File: src/rtl/well_pkg.sv
package well_pkg;

    localparam int unsigned RING_DEPTH_DEF = 624;
    localparam int unsigned WORD_W = 32;

    localparam int unsigned TAP_ONE = 70;
    localparam int unsigned TAP_TWO = 179;
    localparam int unsigned TAP_THREE = 449;

    localparam logic [WORD_W-1:0] TEMPER_B = 32'hE46E_1700;
    localparam logic [WORD_W-1:0] TEMPER_C = 32'h9B86_8000;
    localparam logic [WORD_W-1:0] TAP_MIX_MASK = 32'h0411_8000;

    localparam logic [1:0] TM_RAW = 2'd0;
    localparam logic [1:0] TM_SHIFT = 2'd1;
    localparam logic [1:0] TM_TAP = 2'd2;

    typedef logic [WORD_W-1:0] word_t;

    typedef struct packed {
        logic load;
        logic shift_right;
        logic shift_left;
    } cell_ctl_t;

    typedef struct packed {
        word_t w0;
        word_t w1;
        word_t w2;
        word_t w3;
        word_t wm1;
        word_t wm2;
    } well_taps_t;

endpackage

File: src/rtl/well_recur.sv
module well_recur (
    input  well_pkg::well_taps_t taps,
    input  logic [1:0]           temper_mode,
    output well_pkg::word_t      new_head,
    output well_pkg::word_t      new_second,
    output well_pkg::word_t      result
);
    import well_pkg::*;

    word_t z0;
    word_t z1;
    word_t z2;
    word_t n0;
    word_t n1;
    word_t t1;

    always_comb
    begin
        z0 = {taps.wm1[WORD_W-1], taps.wm2[WORD_W-2:0]};
        z1 = taps.w0 ^ (taps.w0 << 25) ^ taps.w1 ^ (taps.w1 >> 27);
        z2 = (taps.w2 >> 9) ^ taps.w3 ^ (taps.w3 >> 1);
        n1 = z1 ^ z2;
        n0 = z0 ^ z1 ^ (z1 << 9) ^ z2 ^ (z2 << 21) ^ n1 ^ (n1 >> 21);
        t1 = n0 ^ ((n0 << 7) & TEMPER_B);
        case (temper_mode)
            TM_SHIFT: result = t1 ^ ((t1 << 15) & TEMPER_C);
            TM_TAP:   result = n0 ^ (taps.w2 & TAP_MIX_MASK);
            default:  result = n0;
        endcase
    end

    assign new_head = n0;
    assign new_second = n1;

endmodule

File: config.mk
export PLATFORM = sky130hd
export DESIGN_NAME = well_recur
export DESIGN_NICKNAME = d
export VERILOG_FILES = /design/src/rtl/well_pkg.sv /design/src/rtl/well_recur.sv
export SDC_FILE = /design/constraint.sdc
export NUM_CORES = 1
export LEC_CHECK = 0
export BUFFER_PORTS_ARGS = -buffer_cell sky130_fd_sc_hd__buf_2
export CORE_AREA = 2 2 111 113
export DETAILED_ROUTE_END_ITERATION = 10
export DIE_AREA = 0 0 113 115
export PLACE_DENSITY = 0.58
export SLEW_MARGIN = 15
export SYNTH_ARGS = -nofsm -noshare
export SYNTH_HDL_FRONTEND = slang
export SYNTH_SLANG_ARGS = --single-unit
File: constraint.sdc
create_clock -name vclk -period 3
set_input_delay 0.75 -clock vclk [all_inputs]
set_output_delay 0.75 -clock vclk [all_outputs]
set_load 0.02 [all_outputs]
* Word level (Yosys, flattened, before mapping) *
Index checks and enable logic that the tools add are counted.

operators by class
  bitwise operators = 15
  mux-type cells = 1
  equal/unequal tests = 2

operator list
  kind                                                                    count
  32-bit XOR                                                              10
  32-bit one-hot mux with 2 select lines                                  1
  23-bit by 32-bit XOR with 32-bit output                                 1
  32-bit by 11-bit XOR with 32-bit output                                 1
  32-bit by 27-bit XOR with 32-bit output                                 1
  32-bit by 31-bit XOR with 32-bit output                                 1
  32-bit by 5-bit XOR with 32-bit output                                  1
  2-bit by 1-bit equality test with 1-bit output (second input constant)  1
  2-bit equality test (second input constant)                             1

storage, ports and cells
  input bits = 194
  bits in registers = 0
  logic and storage cells = 18
  output and inout port bits = 96

* Logic depth before layout (Yosys ltp) *
  word-level depth = 12
  gate-level depth with buffers = 7
  depth with buffers taken out = 6

* Worst setup path before layout *
No wires, ideal clock.

  path kind = input to output
  from = in taps[86] (netlist bit)
  to = out result[15]
  stages on the path = 5
  buffers on the path = 0
  arrival = 2625 ps
  data required time = 2250 ps
  setup slack = -375 ps
  cells stage by stage = xnor3_1 xor2_1 xor2_1 mux2i_1 o221ai_1

between the ends
  cells in the longest elaborated chain, start to end = 6

ends and longest elaborated chain
  element                                  RTL line          source
  start, declared                          well_recur.sv:2   input well_pkg::well_taps_t taps,
  32-bit by 31-bit XOR with 32-bit output  well_recur.sv:21  z2 = (taps.w2 >> 9) ^ taps.w3 ^ (taps.w3 >> 1);
  32-bit XOR                               well_recur.sv:22  n1 = z1 ^ z2;
  net new_second[21]                       well_recur.sv:5   output well_pkg::word_t new_second,
  32-bit by 11-bit XOR with 32-bit output  well_recur.sv:23  n0 = z0 ^ z1 ^ (z1 << 9) ^ z2 ^ (z2 << 21) ^ n1 ^ (n1 >> 21);
  net new_head[0]                          well_recur.sv:4   output well_pkg::word_t new_head,
  32-bit XOR                               well_recur.sv:24  t1 = n0 ^ ((n0 << 7) & TEMPER_B);
  32-bit XOR                               well_recur.sv:26  TM_SHIFT: result = t1 ^ ((t1 << 15) & TEMPER_C);
  32-bit one-hot mux with 2 select lines   well_recur.sv:25  case (temper_mode)
  end, declared                            well_recur.sv:6   output well_pkg::word_t result

The timed path passes the listed nets, and every way through them passes these cells.

* Worst setup path in the final report *
  from = in taps[161] (netlist bit)
  to = out result[17]

between the ends
  cells in the longest elaborated chain, start to end = 11

ends and longest elaborated chain
  element                                  RTL line          source
  32-bit XOR (2 in series)                 well_recur.sv:20  z1 = taps.w0 ^ (taps.w0 << 25) ^ taps.w1 ^ (taps.w1 >> 27);
  32-bit by 5-bit XOR with 32-bit output   well_recur.sv:20
  32-bit XOR (4 in series)                 well_recur.sv:23
  32-bit by 11-bit XOR with 32-bit output  well_recur.sv:23
  32-bit XOR                               well_recur.sv:24
  32-bit XOR                               well_recur.sv:26
  32-bit one-hot mux with 2 select lines   well_recur.sv:25

Every way passes these cells.

==> run_summary.xml <==
<?xml version="1.0" encoding="UTF-8"?>
<metrics>
  <group name="setup_path">
    <metric name="critical_path_end_type" unit="">output pin</metric>
    <metric name="crit_path_max_fanout" unit="">3</metric>
    <metric name="cp_cell_sequence" unit="">buf_8 &gt; xnor3_1 &gt; xnor3_2 &gt; xor3_1 &gt; mux2i_1 &gt; o21ai_2 &gt; buf_6</metric>
    <metric name="timing.critical_path.slowest_stage_cell" unit="">xnor3_1</metric>
    <metric name="crit_type" unit="">in -&gt; out</metric>
    <metric name="cp.required" unit="ns">2.25</metric>
    <metric name="worst_setup_path_start_kind" unit="">input pin</metric>
    <metric name="cp.arrival" unit="ns">2.37</metric>
    <metric name="crit_path_largest_cell_delay" unit="ns">0.39</metric>
  </group>
  <group name="sta">
    <metric name="final-setup-viol-count" unit="">9</metric>
    <metric name="layout_setup_ws" unit="ns">-0.118</metric>
    <metric name="period_share" unit="">1.04</metric>
    <metric name="hold_viol_final" unit="">0</metric>
    <metric name="final_period_minus_worst_setup_slack" unit="ns">3.12</metric>
    <metric name="grt_setup_unrepaired" unit="">yes</metric>
    <metric name="max_freq" unit="MHz">321</metric>
    <metric name="slew_headroom" unit="">0.716</metric>
    <metric name="worst_pin_slew" unit="ns">0.425</metric>
    <metric name="finalSetupTns" unit="ns">-0.441</metric>
    <metric name="finalHoldWorstSlack" unit="ns">1.80</metric>
    <metric name="report.final.slew_viol_count" unit="">0</metric>
  </group>
  <group name="synthesis">
    <metric name="postSynthNetCount" unit="">474</metric>
    <metric name="sequential_to_total_area_share_from_yosys_stat" unit="">0</metric>
    <metric name="post_synth_instance_area" unit="mm2">0.00267</metric>
    <metric name="synthDistinctLibCells" unit="">27</metric>
    <metric name="synthesis.instances" unit="">278</metric>
    <metric name="avgSynthCellArea" unit="um2">9.61</metric>
    <metric name="synth.yosys.warnings" unit="">0</metric>
  </group>
  <group name="floorplanning">
    <metric name="fp.dieH" unit="um">115</metric>
    <metric name="top_level_ports" unit="">290</metric>
    <metric name="std_cell_rows" unit="">40</metric>
    <metric name="dieWidth" unit="um">113</metric>
    <metric name="initial_core_util" unit="">0.226</metric>
    <metric name="fp.dieArea" unit="mm2">0.0130</metric>
    <metric name="core" unit="mm2">0.0118</metric>
  </group>
  <group name="finish">
    <metric name="final_nets" unit="">797</metric>
    <metric name="flow.area_growth_from_synthesis" unit="%">89.1</metric>
    <metric name="finalNonFillerCells" unit="">746</metric>
    <metric name="finalInstanceArea" unit="mm2">0.00505</metric>
    <metric name="core_util_final" unit="">0.428</metric>
    <metric name="multi_input_area" unit="mm2">0.00272</metric>
    <metric name="sequential_cell_area" unit="um2">0</metric>
    <metric name="share_of_post_route_cells_with_drive_strength_above_1" unit="">0.643</metric>
    <metric name="layout_common_cells" unit="">224 x buf_2, 86 x buf_4, 68 x xnor2_1</metric>
    <metric name="antenna-diode-count" unit="">0</metric>
    <metric name="flops_and_latches" unit="">0</metric>
    <metric name="most_frequent_standard_cell_in_the_layout_excluding_fill_and_tap_cells" unit="">buf_2</metric>
    <metric name="fillerInstances" unit="">1190</metric>
    <metric name="clockBufferCount" unit="">0</metric>
  </group>
  <group name="grt">
    <metric name="track_usage" unit="">0.148</metric>
    <metric name="grt_max_degree" unit="">17</metric>
    <metric name="global_route_wire_length_before_repair" unit="um">15300</metric>
    <metric name="groute.layer.met2.usage" unit="">0.307</metric>
    <metric name="first_global_vias" unit="">3142</metric>
    <metric name="grtUsageMet3" unit="">0.0105</metric>
    <metric name="groute.layer.met1.usage" unit="">0.174</metric>
    <metric name="grt_remaining_overflow" unit="">0</metric>
    <metric name="antenna_found_initial" unit="">0</metric>
    <metric name="globalRoute.busiestLayer" unit="">met2</metric>
  </group>
  <group name="place">
    <metric name="finalWeightedCongestion" unit="">0.825</metric>
    <metric name="dp_cells" unit="">726</metric>
    <metric name="io_buffer_count" unit="">249</metric>
    <metric name="pre_cts_slack" unit="ns">-0.196</metric>
    <metric name="hpwl" unit="um">9370</metric>
    <metric name="post_dp_cell_area" unit="mm2">0.00456</metric>
  </group>
  <group name="detailed_routing">
    <metric name="detailroute.via_count" unit="">3124</metric>
    <metric name="post_drt_via_cell_ratio" unit="">4.19</metric>
    <metric name="drc_viols" unit="">17</metric>
    <metric name="detail-route-antenna-nets" unit="">0</metric>
    <metric name="route.final.wire_length" unit="um">10600</metric>
    <metric name="drt_iter0_drc" unit="">70</metric>
    <metric name="routedWlPerCell" unit="um">14.2</metric>
    <metric name="drt_pass1_iterations" unit="">9</metric>
  </group>
  <group name="power_and_ir_drop">
    <metric name="p_total" unit="mW">2.39</metric>
    <metric name="flop_pwr_share" unit="">0</metric>
    <metric name="power.leakage" unit="nW">2.83</metric>
    <metric name="netSwitchingFraction" unit="">0.514</metric>
    <metric name="cellInternalPower" unit="mW">1.16</metric>
    <metric name="power.density_cell_area" unit="mW/mm2">473</metric>
    <metric name="p_switching" unit="mW">1.23</metric>
    <metric name="share_comb_of_total_power" unit="">1.000</metric>
    <metric name="vdd.ir_drop.worst" unit="mV">0.246</metric>
    <metric name="power.clock.fraction" unit="">0</metric>
  </group>
  <group name="clocking">
    <metric name="hold_fix_buffer_count_after_cts" unit="">0</metric>
  </group>
  <group name="worst_hold_path">
    <metric name="hold_start" unit="">taps[4]</metric>
    <metric name="hp-class" unit="">in -&gt; out</metric>
    <metric name="min_delay_worst_endpoint" unit="">result[4]</metric>
    <metric name="worst_hold_path.num_cells" unit="">3</metric>
  </group>
  <group name="run">
    <metric name="max_cap_violations" unit="">0</metric>
  </group>
  <group name="outcome">
    <metric name="violations" unit="">design-rule violations, negative setup slack</metric>
    <metric name="run_status" unit="">finished, violations left</metric>
  </group>
</metrics>
[layer usage]
metal,share of wire,vias up,routed length [um]
met2,0.55,152,5800
met1,0.37,1419,3980
met4,0.0020,0,21
met5,0,-,0
met3,0.077,2,817
li1,-,1551,-
[repair_timing]
action                                  in CTS  in global routing
gates resized for setup                     42                 35
pin swaps                                   25                 29
buffers inserted                            14                  6
endpoints found under the setup margin      14                 18
[cell type report]
| type | instances | share of cell area |
|---|---|---|
| multi-input combinational | 245 | 0.539 |
| timing repair buffer | 337 | 0.412 |
| tap | 147 | 0.0364 |
| inverter | 17 | 0.0126 |
[power groups by stage]
stage / clock network, mW / registers, mW / logic (mW)
after global routing: 0 / 0 / 2.55
final: 0 / 0 / 2.39
after detailed placement: 0 / 0 / 2.17
after floorplan: 0 / 0 / 1.40
after global placement: 0 / 0 / 2.15
after CTS: 0 / 0 / 2.33
[cells in the mapped netlist (all sizes together) (2+ instances only)]
cell    count  area (um2)
xnor2      88         857
nor2       23        86.3
inv        17        63.8
xnor3      25         564
xor3       11         264
xor2       33         289
nand2      13        48.8
nand2b      2        12.5
ha          2        25.0
o21ai      13        65.1
a21oi       4        20.0
mux2        2        22.5
o22ai       6        37.5
nor2b       2        12.5
mux2i      16         160
buf        11        82.6
clkbuf      5        18.8
[critical path, delay by kind of cell]
family          cells  cell delay [ns]
buf+inv             2             0.23
mux                 1             0.14
compound gates      1             0.14
xor+xnor            3             1.10
[cell families (layout without fill, tap and decap cells)]
group           Yosys count  count (layout)  share of synthesized area
xor+xnor                157             157                      0.739
simple gates             42              42                     0.0651
buf+inv                  33             354                     0.0618
compound gates           26              26                     0.0562
mux                      18              18                     0.0684
fa+ha+maj                 2               2                    0.00937
[worst max-delay path by stage]
stage	start	endpoint	slack, ns	cells after the start
floorplan	taps[86]	result[15]	-0.11	5
finish	taps[161]	result[17]	-0.12	7
detailed placement	taps[161]	result[17]	-0.20	7
CTS	taps[151]	result[17]	-0.12	8
global placement	taps[161]	result[17]	-0.20	7
global route	taps[161]	result[17]	-0.20	7
(Power assumes the default switching activity.)
