===== src/rtl/well_pkg.sv =====
package well_pkg;

    localparam int unsigned RING_DEPTH_DEF = 624;
    localparam int unsigned WORD_W = 32;

    localparam int unsigned TAP_ONE = 70;
    localparam int unsigned TAP_TWO = 179;
    localparam int unsigned TAP_THREE = 449;

    localparam logic [WORD_W-1:0] TEMPER_B = 32'hE46E_1700;
    localparam logic [WORD_W-1:0] TEMPER_C = 32'h9B86_8000;
    localparam logic [WORD_W-1:0] TAP_MIX_MASK = 32'h0411_8000;

    localparam logic [1:0] TM_RAW = 2'd0;
    localparam logic [1:0] TM_SHIFT = 2'd1;
    localparam logic [1:0] TM_TAP = 2'd2;

    typedef logic [WORD_W-1:0] word_t;

    typedef struct packed {
        logic load;
        logic shift_right;
        logic shift_left;
    } cell_ctl_t;

    typedef struct packed {
        word_t w0;
        word_t w1;
        word_t w2;
        word_t w3;
        word_t wm1;
        word_t wm2;
    } well_taps_t;

endpackage


===== src/rtl/well_obuf.sv =====
module well_obuf (
    input  logic            clk,
    input  logic            rst_n,
    input  logic            push,
    input  well_pkg::word_t push_data,
    input  logic            pop,
    output logic            full,
    output logic            valid,
    output well_pkg::word_t data
);
    import well_pkg::*;

    word_t      front_reg;
    word_t      front_next;
    word_t      skid_reg;
    word_t      skid_next;
    logic [1:0] count_reg;
    logic [1:0] count_next;

    always_comb
    begin
        front_next = front_reg;
        skid_next = skid_reg;
        count_next = count_reg;
        case ({push, pop})
            2'b10:
            begin
                if (count_reg == 2'd0)
                begin
                    front_next = push_data;
                end
                else
                begin
                    skid_next = push_data;
                end
                count_next = count_reg + 2'd1;
            end
            2'b11:
            begin
                if (count_reg == 2'd1)
                begin
                    front_next = push_data;
                end
                else
                begin
                    front_next = skid_reg;
                    skid_next = push_data;
                end
            end
            2'b01:
            begin
                front_next = skid_reg;
                count_next = count_reg - 2'd1;
            end
            default:
            begin
                count_next = count_reg;
            end
        endcase
    end

    always_ff @(posedge clk or negedge rst_n)
    begin
        if (!rst_n)
        begin
            count_reg <= 2'd0;
        end
        else
        begin
            count_reg <= count_next;
        end
    end

    always_ff @(posedge clk)
    begin
        front_reg <= front_next;
        skid_reg <= skid_next;
    end

    assign full = (count_reg == 2'd2);
    assign valid = (count_reg != 2'd0);
    assign data = front_reg;

endmodule


===== config.mk =====
export PLATFORM = sky130hd
export DESIGN_NAME = well_obuf
export DESIGN_NICKNAME = d
export VERILOG_FILES = /design/src/rtl/well_pkg.sv /design/src/rtl/well_obuf.sv
export SDC_FILE = /design/constraint.sdc
export NUM_CORES = 1
export LEC_CHECK = 0
export BUFFER_PORTS_ARGS = -buffer_cell sky130_fd_sc_hd__buf_2
export CAP_MARGIN = 10
export CORE_UTILIZATION = 49
export DETAILED_ROUTE_END_ITERATION = 10
export GPL_ROUTABILITY_DRIVEN = 0
export PLACE_DENSITY = 0.76
export SLEW_MARGIN = 40
export SYNTH_ARGS = -nofsm -noshare
export SYNTH_HDL_FRONTEND = slang
export SYNTH_SLANG_ARGS = --single-unit
export TNS_END_PERCENT = 1

===== constraint.sdc =====
create_clock -name clk -period 2.9 [get_ports clk]
set_clock_uncertainty 0.1 [all_clocks]
set_input_delay 0.145 -clock clk [delete_from_list [all_inputs] [get_ports clk]]
set_output_delay 0.145 -clock clk [all_outputs]
set_load 0.02 [all_outputs]

======== Word-level counts from Yosys, hierarchy flattened ========
Cells that the tools add are included.
operators by class
  add/subtract/negate cells ............... 2
  multiply operators ...................... 0
  div/mod/pow operators ................... 0
  magnitude comparators ................... 0
  equality and inequality tests ........... 8
  shift operators ......................... 0
  mux-type cells .......................... 7
  bitwise gates (word level) .............. 0
  reductions and logical operators ........ 7
operator list
  cell                                                                   number
  32-bit 2-to-1 mux                                                      4
  32-bit one-hot mux with 3 select lines                                 1
  32-bit one-hot mux with 2 select lines                                 1
  2-bit equality test, second input constant                             3
  2-bit inequality test, second input constant                           3
  2-bit nonzero test                                                     3
  2-bit by 1-bit equality test with 1-bit output, second input constant  2
  2-bit one-hot mux with 2 select lines                                  1
  3-bit AND reduction                                                    1
  3-bit nonzero test                                                     1
  2-bit by 1-bit adder with 2-bit output, second input constant          1
  2-bit zero test                                                        1
  2-bit AND reduction                                                    1
  2-bit by 1-bit subtractor with 2-bit output, second input constant     1
storage, ports and cells
  register bits after elaboration ......... 66
  latch bits .............................. 0
  RAM bits ................................ 0
  memory bits (read-only) ................. 0
  input bits .............................. 36
  output and inout bits ................... 34
  logic and storage cells ................. 27
  memories kept ........................... 0

======== Logic depth before layout (Yosys ltp) ========
Gate-level depths: netlist of the first run.
  word-level depth ........................ 3
  depth in mapped cells ................... 6
  depth with buffers taken out ............ 4

======== Worst setup path before layout of the first run ========
OpenSTA, ideal clock, no wires.
  kind .................................... register -> register
  start ................................... register count_reg[0]
  end ..................................... register front_reg[0] (netlist: data[0]), enable pin
  setup time .............................. 432 ps
  arrival time ............................ 2348 ps
  required time ........................... 2368 ps
  path slack .............................. 20 ps
  stages on the path, launching flop included .. 5
  path buffers ............................ 0
  period minus slack after synthesis ...... 2880 ps
  path through ............................ dfrtp_1 > inv_1 > ha_1 > inv_1 > a21oi_1
on the way
  longest elaborated chain between the ends .. 3
RTL lines
  item                                    line             text
  start: declaration                      well_obuf.sv:17  logic [1:0] count_reg;
  start signal: assignment                well_obuf.sv:70  count_reg <= count_next;
  2-bit zero test                         well_obuf.sv:28  if (count_reg == 2'd0)
  2-bit inequality test (no source line)  --
  2-bit AND reduction (no source line)    --
  end signal: assignment                  well_obuf.sv:76  front_reg <= front_next;
  end: declaration                        well_obuf.sv:13  word_t front_reg;
Every way passes these cells.
A chain may end at the register's enable or synchronous reset.

======== Worst setup path in the final report of the first run ========
  start ................................... register count_reg[1]
  end ..................................... register front_reg[19] (netlist: data[19]) (data pin)
on the way
  longest elaborated chain between the ends .. 3
RTL lines
  item                                            line             text
  2-bit by 1-bit equality test with 1-bit output  well_obuf.sv:40  if (count_reg == 2'd1)
  32-bit 2-to-1 mux                               well_obuf.sv:40
  32-bit one-hot mux with 3 select lines          well_obuf.sv:25  case ({push, pop})
  via front_next[19]                              well_obuf.sv:14  word_t front_next;
The timed path passes the listed nets, and every way through them passes these cells.

==> impl_metrics.csv, run 1 <==
group,metric,value,unit
grt,number_of_global_route_vias_before_repair,1978,
logic_synthesis,post-synth-top-count-cell,"sky130_fd_sc_hd__edfxtp_1",
drt,dr_total_vias,2070,
finish,regArea,1970,µm²
worst_setup_path,worst_path_largest_cell_delay,0.39,ns
grt,grt_antenna_before_repair,0,
pwr,p_per_area,700,nW/µm²
worst_setup_path,timing.critical_path.to_type,"register",
hold_path,min_delay_path_depth,4,
outcome,status,"finished clean",
timing,timing.hold.ws,0.213,ns
die,floorplan.initialDensity,50.5,%
placed_design,pre_cts_ws,0.838,ns
logic_synthesis,syn_avg_cell_area,16.2,µm²
placed_design,placement.io_buffers,69,
drt,antenna_violating_nets_remaining,0,
die,die_height,82.7,µm
timing,period_share,71.2,%
die,die_area,6840,µm²
job,drv.max_cap_violation_count,0,
logic_synthesis,yosysSeqAreaShare,61.8,%
drt,drt-pass1-iter-count,6,
die,ioPinCount,70,
timing,final.setup.worst_slack,0.835,ns
finish,fin_nets,348,
clocking,tritoncts_clock_tree,"built",
finish,area_growth,29.1,%
logic_synthesis,dominant_cells_by_area_after_synthesis,"sky130_fd_sc_hd__edfxtp_1 60%, sky130_fd_sc_hd__a221o_1 10%, sky130_fd_sc_hd__mux2_4 8.9%",
timing,maxSlewHeadroom,70.9,%
logic_synthesis,async_flop_share,3.03,%
worst_setup_path,highest_fanout_seen_on_the_critical_path,21,
logic_synthesis,number_of_distinct_library_cells_after_synthesis,18,
timing,hold_violations,0,
worst_setup_path,critical_path.n_buffers_inverters,2,
logic_synthesis,yosysWarnings,0,
worst_setup_path,timing.critical_path.required,2.88,ns
grt,grt_pass1_wl,9380,µm
die,core-area,6310,µm²
logic_synthesis,yosysTopAreaCellShare,60.2,%
timing,maxClockFrequency,0.484,GHz
logic_synthesis,synth_cells,197,
worst_setup_path,timing.critical_path.cells,"inv_1 -> ha_2 -> buf_12 -> mux2_2 -> a221o_1",
logic_synthesis,most_instantiated_flip_flop_cell_in_the_synthesis_netlist,"sky130_fd_sc_hd__edfxtp_1",
timing,max_slew.worst_pin.slew,0.437,ns
clocking,cts-root-to-sink-buffers,2,
pwr,power.leakage,1.67,nW
logic_synthesis,yosys-top-cells-count,"64 x sky130_fd_sc_hd__edfxtp_1, 32 x sky130_fd_sc_hd__a221o_1, 32 x sky130_fd_sc_hd__and2_1, 19 x sky130_fd_sc_hd__mux2_4, 13 x sky130_fd_sc_hd__mux2_2",
clocking,clkLatencyLatePin,0.33,ns
clocking,cts_root_buf,"sky130_fd_sc_hd__clkbuf_8",
worst_setup_path,cp_num_cells,5,
placed_design,detailedPlacementHpwl,3700,µm
drt,drtIter0Drc,96,
worst_setup_path,crit_path_top_delay_cell,"sky130_fd_sc_hd__dfrtp_1",
die,num_rows,29,
worst_setup_path,path_class,"reg -> reg",
clocking,clock_tree.htree_level_count,3,
finish,diodes,0,
clocking,number_of_cts_inserted_buffers,9,
drt,final_routed_drc_violation_total,0,
worst_setup_path,start_kind,"register",
finish,finish.utilization,65.2,%
grt,largest_net_degree_at_the_start_of_global_routing,33,
logic_synthesis,syn-num-nets,241,
worst_setup_path,ff2ff_path_depth,5,
timing,drv_slew,0,
finish,fraction_of_final_layout_cells_sized_beyond_drive_strength_1,40.5,%
worst_setup_path,path_delay_family,"flip-flops",
logic_synthesis,number_of_synthesized_flops_with_an_enable_pin,64,
clocking,clkSinkCount,66,
worst_setup_path,critical_path_arrival,2.04,ns
finish,fillCellCount,492,
hold_path,hold_path_class,"in -> reg",
grt,grt_util_overall,19.2,%
grt,grt_remaining_overflow,0,
logic_synthesis,post_synth_design_cell_area,3190,µm²
timing,final_min_period,2.06,ns
drt,routed_wl,6080,µm
clocking,path_clk_slew,0.07,ns
timing,setup_total_negative_slack,0,ns
pwr,ir_worst_vdd,0.542,mV
die,die_w,82.7,µm
drt,routed_via_density,5.36,
timing,finalSetupViolCount,0,
logic_synthesis,synth-seq-cells,66,
finish,multiInputGateArea,1120,µm²
logic_synthesis,synth_top_cell_by_area,"sky130_fd_sc_hd__edfxtp_1",
timing,grt_setup_unrepaired,"no",
drt,wl_per_instance,15.7,µm
## report_power, final
part / switching (mW) / internal (mW) / leakage (nW)
combinational: 0.472 / 0.477 / 0.936
clock: 0.340 / 0.298 / 0.0775
sequential: 0.0560 / 1.24 / 0.653
## final timing paths
kind | startpoint | to | slack [ns]
worst min-delay path | pop | count_reg[1] | 0.21
worst max-delay path | count_reg[1] | data[19] | 0.84
max in group asynchronous | rst_n | count_reg[0] | 1.99
worst min register to register | count_reg[0] | count_reg[0] | 0.45
min in group asynchronous | rst_n | count_reg[1] | 0.58
worst max register to register | count_reg[1] | data[19] | 0.84
## what timing repair did
action / CTS / global route
endpoints found under the hold margin: 34 / 0
hold buffers: 34 / 0
buffers inserted: 0 / 0
resized for setup: 0 / 0
## layer usage
metal	share of wire [%]	GRT usage (%)	routed length [µm]	up-vias
met5	0	0	0	-
li1	-	-	-	994
met1	45	23.9	2740	1006
met3	4.4	4.29	269	8
met2	49	31.9	2990	62
met4	1.3	8.97	78	0
## layout make-up
cell class              count  share of cell area (%)
clock buffers               9                    3.01
clock inverters             7                   0.881
inverters                   5                   0.456
multi-input cells         112                    27.2
flip-flops and latches     66                    47.9
well taps                  77                    2.34
repair buffers            110                    18.2
## logic make-up after synthesis
kind of cell,count (synthesis),synth area share [%]
compound gates,36,10.8
buf+inv,19,3.65
flops,66,61.8
mux,32,13.5
xor+xnor,2,0.549
fa+ha+maj,8,3.14
simple gates,34,6.51
## tightest hold or removal path, cell delays in order
cell and delay (ns):
sky130_fd_sc_hd__buf_2 0.12, sky130_fd_sc_hd__inv_1 0.08, sky130_fd_sc_hd__ha_1 0.18, sky130_fd_sc_hd__a21oi_1 0.08
## stage by stage
step	std cells	power (mW)	instance area (µm²)
2_1_floorplan	197	2.04	3190
3_3_place_gp	336	2.20	3620
3_5_place_dp	336	2.23	3620
4_1_cts	386	2.91	4120
5_1_grt	386	3.03	4120
6_report	386	2.88	4120
## cell usage in the layout (no fill, tap or decap), types with 2 or more instances in the layout
cell	count
sky130_fd_sc_hd__ha_1	6
sky130_fd_sc_hd__clkbuf_8	9
sky130_fd_sc_hd__mux2_4	19
sky130_fd_sc_hd__a221o_1	32
sky130_fd_sc_hd__mux2_2	13
sky130_fd_sc_hd__buf_2	69
sky130_fd_sc_hd__dlygate4sd3_1	34
sky130_fd_sc_hd__clkinv_1	3
sky130_fd_sc_hd__clkinvlp_4	2
sky130_fd_sc_hd__buf_4	6
sky130_fd_sc_hd__edfxtp_1	64
sky130_fd_sc_hd__clkinv_2	2
sky130_fd_sc_hd__dfrtp_1	2
sky130_fd_sc_hd__inv_1	5
sky130_fd_sc_hd__ha_2	2
sky130_fd_sc_hd__and2_1	32
(Power assumes the default switching activity.)
==> run 2: changes to the inputs <==
--- a/config.mk
+++ b/config.mk
@@ -5,12 +5,13 @@
 export SDC_FILE = /design/constraint.sdc
 export NUM_CORES = 1
 export LEC_CHECK = 0
+export ABC_AREA = 1
 export BUFFER_PORTS_ARGS = -buffer_cell sky130_fd_sc_hd__buf_2
 export CAP_MARGIN = 10
-export CORE_UTILIZATION = 49
+export CORE_UTILIZATION = 47
 export DETAILED_ROUTE_END_ITERATION = 10
 export GPL_ROUTABILITY_DRIVEN = 0
-export PLACE_DENSITY = 0.76
+export PLACE_DENSITY = 0.75
 export SLEW_MARGIN = 40
 export SYNTH_ARGS = -nofsm -noshare
 export SYNTH_HDL_FRONTEND = slang
==> constraint.sdc (replaced) <==
create_clock -name clk -period 1.7 [get_ports clk]
set_clock_uncertainty 0.1 [all_clocks]
set_input_delay 0.085 -clock clk [delete_from_list [all_inputs] [get_ports clk]]
set_output_delay 0.085 -clock clk [all_outputs]
set_load 0.02 [all_outputs]
==> run 2 against run 1 <==
Compared with the run above: synthesized area down 17%; synthesized cell count grew 2.5%; clock power rose by 85%; final cell count grew 1.0%; worst hold slack got worse by 0.079 ns; via count down 9.4%; critical path type unchanged.
==> impl_metrics.csv, run 2 <==
group,metric,value,unit
logic_synthesis,async_flop_share,3.03,%
finish,finish.utilization,70.4,%
logic_synthesis,syn_avg_cell_area,13.0,µm²
logic_synthesis,synth_top_cell_by_area,"sky130_fd_sc_hd__edfxtp_1",
die,floorplan.initialDensity,50.3,%
logic_synthesis,dominant_cells_by_area_after_synthesis,"sky130_fd_sc_hd__edfxtp_1 73%, sky130_fd_sc_hd__nand2_1 10%, sky130_fd_sc_hd__nand3_1 6.3%",
die,die_area,5910,µm²
logic_synthesis,yosysSeqAreaShare,74.8,%
finish,fin_nets,361,
clocking,clkLatencyLatePin,0.33,ns
logic_synthesis,post-synth-top-count-cell,"sky130_fd_sc_hd__nand2_1",
drt,drt-pass1-iter-count,5,
timing,final.setup.worst_slack,0.0550,ns
finish,mostFrequentLayoutCell,"sky130_fd_sc_hd__nand2_1",
grt,grt_antenna_before_repair,0,
grt,global_route.peak_usage_layer,"met2",
logic_synthesis,most_instantiated_flip_flop_cell_in_the_synthesis_netlist,"sky130_fd_sc_hd__edfxtp_1",
die,ioPinCount,70,
worst_setup_path,ff2ff_path_depth,6,
timing,maxSlewHeadroom,81.6,%
clocking,clkSinkCount,66,
drt,drtIter0Drc,117,
logic_synthesis,syn-num-nets,246,
clocking,path_clk_slew,0.07,ns
timing,maxClockFrequency,0.608,GHz
drt,antenna_violating_nets_remaining,0,
worst_setup_path,timing.critical_path.required,1.64,ns
drt,dr_total_vias,1876,
timing,period_share,96.8,%
drt,wl_per_instance,13.4,µm
finish,area_growth,39.9,%
pwr,power.leakage,1.64,nW
timing,finalSetupViolCount,0,
clocking,cts-root-to-sink-buffers,2,
logic_synthesis,post_synth_design_cell_area,2640,µm²
drt,routed_wl,5220,µm
logic_synthesis,synth_cells,202,
worst_setup_path,critical_path_arrival,1.58,ns
finish,layout.cells.most_common_list,"71 x sky130_fd_sc_hd__nand2_1, 69 x sky130_fd_sc_hd__buf_2, 64 x sky130_fd_sc_hd__edfxtp_1",
clocking,clock_tree.htree_level_count,3,
timing,hold_violations,0,
grt,grt_pass1_wl,8380,µm
hold_path,hold_path_end,"count_reg[0]",
clocking,cts_root_buf,"sky130_fd_sc_hd__clkbuf_8",
die,num_rows,26,
hold_path,hold_path_class,"in -> reg",
logic_synthesis,yosys-top-cells-count,"71 x sky130_fd_sc_hd__nand2_1, 64 x sky130_fd_sc_hd__edfxtp_1, 33 x sky130_fd_sc_hd__nand3_1, 10 x sky130_fd_sc_hd__inv_1, 8 x sky130_fd_sc_hd__ha_1",
logic_synthesis,number_of_distinct_library_cells_after_synthesis,14,
clocking,number_of_cts_inserted_buffers,9,
clocking,tritoncts_clock_tree,"built",
placed_design,detailedPlacementHpwl,3370,µm
logic_synthesis,yosysTopAreaCellShare,72.9,%
timing,final_min_period,1.65,ns
drt,final_routed_drc_violation_total,0,
logic_synthesis,synth-seq-cells,66,
grt,grtUsageMet2,31.3,%
timing,max_slew.worst_pin.slew,0.276,ns
grt,number_of_global_route_vias_before_repair,1800,
worst_setup_path,setup.reg_to_reg.worst_slack,0.05,ns
worst_setup_path,highest_fanout_seen_on_the_critical_path,21,
worst_setup_path,r2r-start,"count_reg[1]",
drt,routed_via_density,4.81,
pwr,p_per_area,1270,nW/µm²
worst_setup_path,timing.critical_path.to_type,"register",
die,core-area,5240,µm²
grt,largest_net_degree_at_the_start_of_global_routing,26,
finish,diodes,0,
timing,grt_setup_unrepaired,"no",
grt,grt_util_overall,19.3,%
worst_setup_path,start_kind,"register",
pwr,ir_worst_vdd,0.710,mV
grt,grt_remaining_overflow,0,
die,die_w,76.9,µm
hold_path,min_delay_path_depth,4,
worst_setup_path,worstReg2RegEnd,"skid_reg[11]",
logic_synthesis,yosysWarnings,0,
timing,drv_slew,0,
finish,fraction_of_final_layout_cells_sized_beyond_drive_strength_1,31.3,%
grt,m1_gr_usage,23.2,%
die,die_height,76.9,µm
placed_design,placement.io_buffers,69,
placed_design,pre_cts_ws,0.0511,ns
pwr,report.power.total,4.69,mW
outcome,status,"finished clean",
grt,globalRouteMet3Util,5.71,%
job,drv.max_cap_violation_count,0,
logic_synthesis,number_of_synthesized_flops_with_an_enable_pin,64,
hold_path,hold_start,"pop",
worst_setup_path,path_class,"reg -> reg",
==> run 2: cell count changes in the layout (fill, tap and decap cells not counted), moves of 13 or more <==
cell | before | now
sky130_fd_sc_hd__mux2_2 | 13 | 0
sky130_fd_sc_hd__and2_1 | 32 | 0
sky130_fd_sc_hd__a221o_1 | 32 | 0
sky130_fd_sc_hd__nand3_1 | 0 | 33
sky130_fd_sc_hd__mux2_4 | 19 | 0
sky130_fd_sc_hd__nand2_1 | 0 | 71
==> run 2: power breakdown <==
part	switching [mW]	leakage (nW)	internal [mW]
clock	0.537	0.0898	0.645
sequential	0.0897	0.649	2.18
combinational	0.777	0.904	0.460
total	1.40	1.64	3.28
==> run 2: layout make-up <==
| class | count | area [µm²] |
|---|---|---|
| Sequential cell | 66 | 1970 |
| Fill cell | 349 | 1550 |
| Timing Repair Buffer | 111 | 800 |
| Multi-Input combinational cell | 119 | 616 |
| Clock buffer | 9 | 124 |
| Tap cell | 70 | 87.6 |
| Clock inverter | 5 | 47.5 |
| Inverter | 10 | 40.0 |
==> run 2: cell families after synthesis <==
| family | Yosys count | share of synthesized area [%] |
|---|---|---|
| simple gates | 108 | 17.5 |
| flops | 66 | 74.8 |
| buf+inv | 17 | 3.04 |
| fa+ha+maj | 8 | 3.80 |
| compound gates | 2 | 0.475 |
| xor+xnor | 1 | 0.332 |
==> run 2: through the flow <==
step           cell area, µm²  instances  hold WS (ns)  TNS [ns]
3_3_place_gp             3170        342        -0.229         0
3_5_place_dp             3170        342        -0.224         0
4_1_cts                  3680        390         0.116         0
5_1_grt                  3690        390         0.164         0
2_1_floorplan            2670        202        -0.311     -8.14
6_report                 3690        390         0.135         0
==> run 2: how the worst max path moves through the flow <==
stage,from,to,slack [ns],cells after the start
final,count_reg[1],skid_reg[11],0.05,6
after detailed placement,count_reg[0],skid_reg[22],0.05,5
after global placement,count_reg[0],skid_reg[21],0.10,5
after floorplan,count_reg[0],data[0],-0.13,4
after global routing,count_reg[0],skid_reg[4],0.01,5
after CTS,count_reg[0],skid_reg[31],0.04,5
==> run 2: worst max-delay path, cell delays in order (launching register included) <==
cell                       delay [ns]
sky130_fd_sc_hd__dfrtp_1         0.36
sky130_fd_sc_hd__inv_1           0.09
sky130_fd_sc_hd__ha_2            0.19
sky130_fd_sc_hd__inv_2           0.06
sky130_fd_sc_hd__nand2_4         0.07
sky130_fd_sc_hd__a21boi_4        0.27
sky130_fd_sc_hd__buf_12          0.20
==> run 2: timing repair <==
| action | CTS | global route |
|---|---|---|
| resized for setup | 0 | 2 |
| setup endpoints to repair | 0 | 8 |
| hold buffers | 34 | 0 |
| setup buffers | 0 | 0 |
| endpoints found under the hold margin | 66 | 0 |
==> run 2: per-layer routing <==
layer,vias to the layer above,part of all wire [%]
li1,927,-
met1,860,41
met2,79,52
met3,10,5.5
met4,0,1.8
met5,-,0
==> run 3: changes to the inputs <==
--- a/config.mk
+++ b/config.mk
@@ -8,10 +8,11 @@
 export ABC_AREA = 1
 export BUFFER_PORTS_ARGS = -buffer_cell sky130_fd_sc_hd__buf_2
 export CAP_MARGIN = 10
-export CORE_UTILIZATION = 47
+export CORE_ASPECT_RATIO = 1.25
+export CORE_UTILIZATION = 35
 export DETAILED_ROUTE_END_ITERATION = 10
 export GPL_ROUTABILITY_DRIVEN = 0
-export PLACE_DENSITY = 0.75
+export PLACE_DENSITY = 0.62
 export SLEW_MARGIN = 40
 export SYNTH_ARGS = -nofsm -noshare
 export SYNTH_HDL_FRONTEND = slang
==> run 3 against run 2 <==
Compared with the run above: first-iteration DRC count up 13%; die area up 33%; flip-flop and latch count unchanged; sequential power about the same; total power up 3.1%; via count down 1.8%; clock power up 18%; worst hold slack better by 0.010 ns; critical path depth down 1; combinational power down 5%; fmax up 3.7%; design area up 0.58%; largest power group unchanged; highest routed layer unchanged.
==> impl_metrics.csv, run 3 (synthesized netlist as in run 2, its figures left out) <==
group,metric,value,unit
finish,finish.utilization,50.7,%
clocking,tritoncts_clock_tree,"built",
timing,grt_setup_unrepaired,"no",
grt,grt_util_overall,14.7,%
drt,wl_per_instance,12.6,µm
timing,final_min_period,1.59,ns
clocking,clock_tree.htree_level_count,3,
timing,maxClockFrequency,0.631,GHz
grt,grt_pass1_wl,8440,µm
placed_design,detailed_place.area,3160,µm²
grt,grt_antenna_before_repair,0,
drt,drtIter0Drc,132,
worst_setup_path,start_kind,"register",
pwr,report.power.total,4.83,mW
clocking,number_of_cts_inserted_buffers,9,
timing,max_slew.worst_pin.slew,0.345,ns
worst_setup_path,path_class,"reg -> reg",
finish,fillCellCount,642,
grt,grtUsageMet2,23.5,%
pwr,clock_network_fraction_of_total_power,28.7,%
drt,dr_total_vias,1842,
drt,antenna_violating_nets_remaining,0,
worst_setup_path,path_delay_family,"flip-flops",
worst_setup_path,timing.critical_path.to_type,"register",
timing,timing.hold.ws,0.145,ns
grt,global_route.peak_usage_layer,"met2",
finish,mostFrequentLayoutCell,"sky130_fd_sc_hd__nand2_1",
placed_design,detailedPlacementHpwl,3320,µm
clocking,cts_root_buf,"sky130_fd_sc_hd__clkbuf_8",
finish,design_area,3710,µm²
timing,period_share,93.3,%
timing,hold_violations,0,
clocking,cts_resized,0,
clocking,clkLatencyLatePin,0.33,ns
drt,drt-pass1-iter-count,4,
finish,finalNonFillerCells,412,
die,ioPinCount,70,
finish,area_growth,40.7,%
hold_path,hold_path_class,"in -> reg",
pwr,combPwrFrac,24.5,%
grt,globalRouteMet3Util,3.98,%
worst_setup_path,critical_path.n_buffers_inverters,2,
worst_setup_path,critical_path_arrival,1.52,ns
drt,routed_wl,5180,µm
pwr,netSwitchingPower,1.41,mW
worst_setup_path,crit_path_top_delay_cell,"sky130_fd_sc_hd__dfrtp_1",
pwr,seq_power_share,46.8,%
timing,final.setup.worst_slack,0.114,ns
placed_design,placement.io_buffers,69,
placed_design,pre_cts_ws,0.114,ns
timing,finalSetupViolCount,0,
clocking,clkSinkCount,66,
grt,m1_gr_usage,16.4,%
finish,layout.cells.most_common_list,"71 x sky130_fd_sc_hd__nand2_1, 69 x sky130_fd_sc_hd__buf_2, 64 x sky130_fd_sc_hd__edfxtp_1",
timing,drv_slew,0,
worst_setup_path,highest_fanout_seen_on_the_critical_path,11,
job,drv.max_cap_violation_count,0,
timing,setup_total_negative_slack,0,ns
grt,largest_net_degree_at_the_start_of_global_routing,33,
die,floorplan.initialDensity,36.0,%
clocking,cts-root-to-sink-buffers,2,
worst_setup_path,worst_path_largest_cell_delay,0.42,ns
grt,number_of_global_route_vias_before_repair,1813,
die,die_height,99.0,µm
finish,diodes,0,
pwr,int_pwr,3.42,mW
placed_design,dp_cells,362,
finish,fin_nets,359,
outcome,status,"finished clean",
worst_setup_path,timing.critical_path.required,1.63,ns
pwr,p_per_area,1300,nW/µm²
finish,fraction_of_final_layout_cells_sized_beyond_drive_strength_1,30.9,%
die,die_area,7880,µm²
timing,maxSlewHeadroom,77.0,%
die,die_w,79.6,µm
drt,routed_via_density,4.47,
grt,grt_remaining_overflow,0,
pwr,ir_worst_vdd,0.567,mV
drt,final_routed_drc_violation_total,0,
die,core-area,7310,µm²
worst_setup_path,timing.critical_path.cells,"inv_1 -> ha_2 -> nand2_1 -> a21boi_4 -> buf_4",
pwr,switch_share,29.2,%
pwr,power.leakage,1.64,nW
clocking,path_clk_slew,0.07,ns
die,num_rows,35,
run 3: cell types whose count changed in the layout (fill, tap and decap cells not counted), sizes merged:
cell / delta
buf: -2
bufinv: +1
clkbuf: +1
clkinv: -1
clkinvlp: +1
run 3: power by group through the flow:
stage	Clock, mW	Combinational [mW]	Sequential (mW)
3_5_place_dp	0	1.13	2.30
5_1_grt	1.49	1.31	2.29
4_1_cts	1.42	1.20	2.27
3_3_place_gp	0	1.12	2.29
2_1_floorplan	0	0.532	2.51
6_report	1.39	1.18	2.26
run 3: tightest hold or removal path: stages:
cell	delay, ns
sky130_fd_sc_hd__buf_2	0.11
sky130_fd_sc_hd__inv_1	0.07
sky130_fd_sc_hd__ha_1	0.18
sky130_fd_sc_hd__xor2_1	0.08
run 3: cell type report:
type	count	area, µm²	share of cell area (%)
clock buffer	10	128	3.44
multi-input combinational	119	616	16.6
inverter	10	40.0	1.08
tap	92	115	3.10
clock inverter	6	81.3	2.19
timing repair buffer	109	756	20.4
sequential	66	1970	53.2
run 3: worst paths after layout:
path / startpoint / to / slack, ns / cells after the start
worst max-delay path: count_reg[0] / skid_reg[25] / 0.11 / 5
worst min-delay path: pop / count_reg[0] / 0.15 / 4
worst max register to register: count_reg[0] / skid_reg[25] / 0.11 / 5
worst min register to register: skid_reg[25] / data[25] / 0.41 / 2
max in group asynchronous: rst_n / count_reg[1] / 0.88 / 3
min in group asynchronous: rst_n / count_reg[0] / 0.50 / 3
run 3: repair_timing:
action,in CTS,in global routing
buffers inserted,0,0
hold buffers,34,0
endpoints found under the hold margin,65,0
run 3: per-layer routing:
| metal | wire length (µm) | share of wire, % |
|---|---|---|
| met1 | 2140 | 41 |
| met4 | 175 | 3.4 |
| met3 | 253 | 4.9 |
| met2 | 2610 | 50 |
| met5 | 0 | 0 |
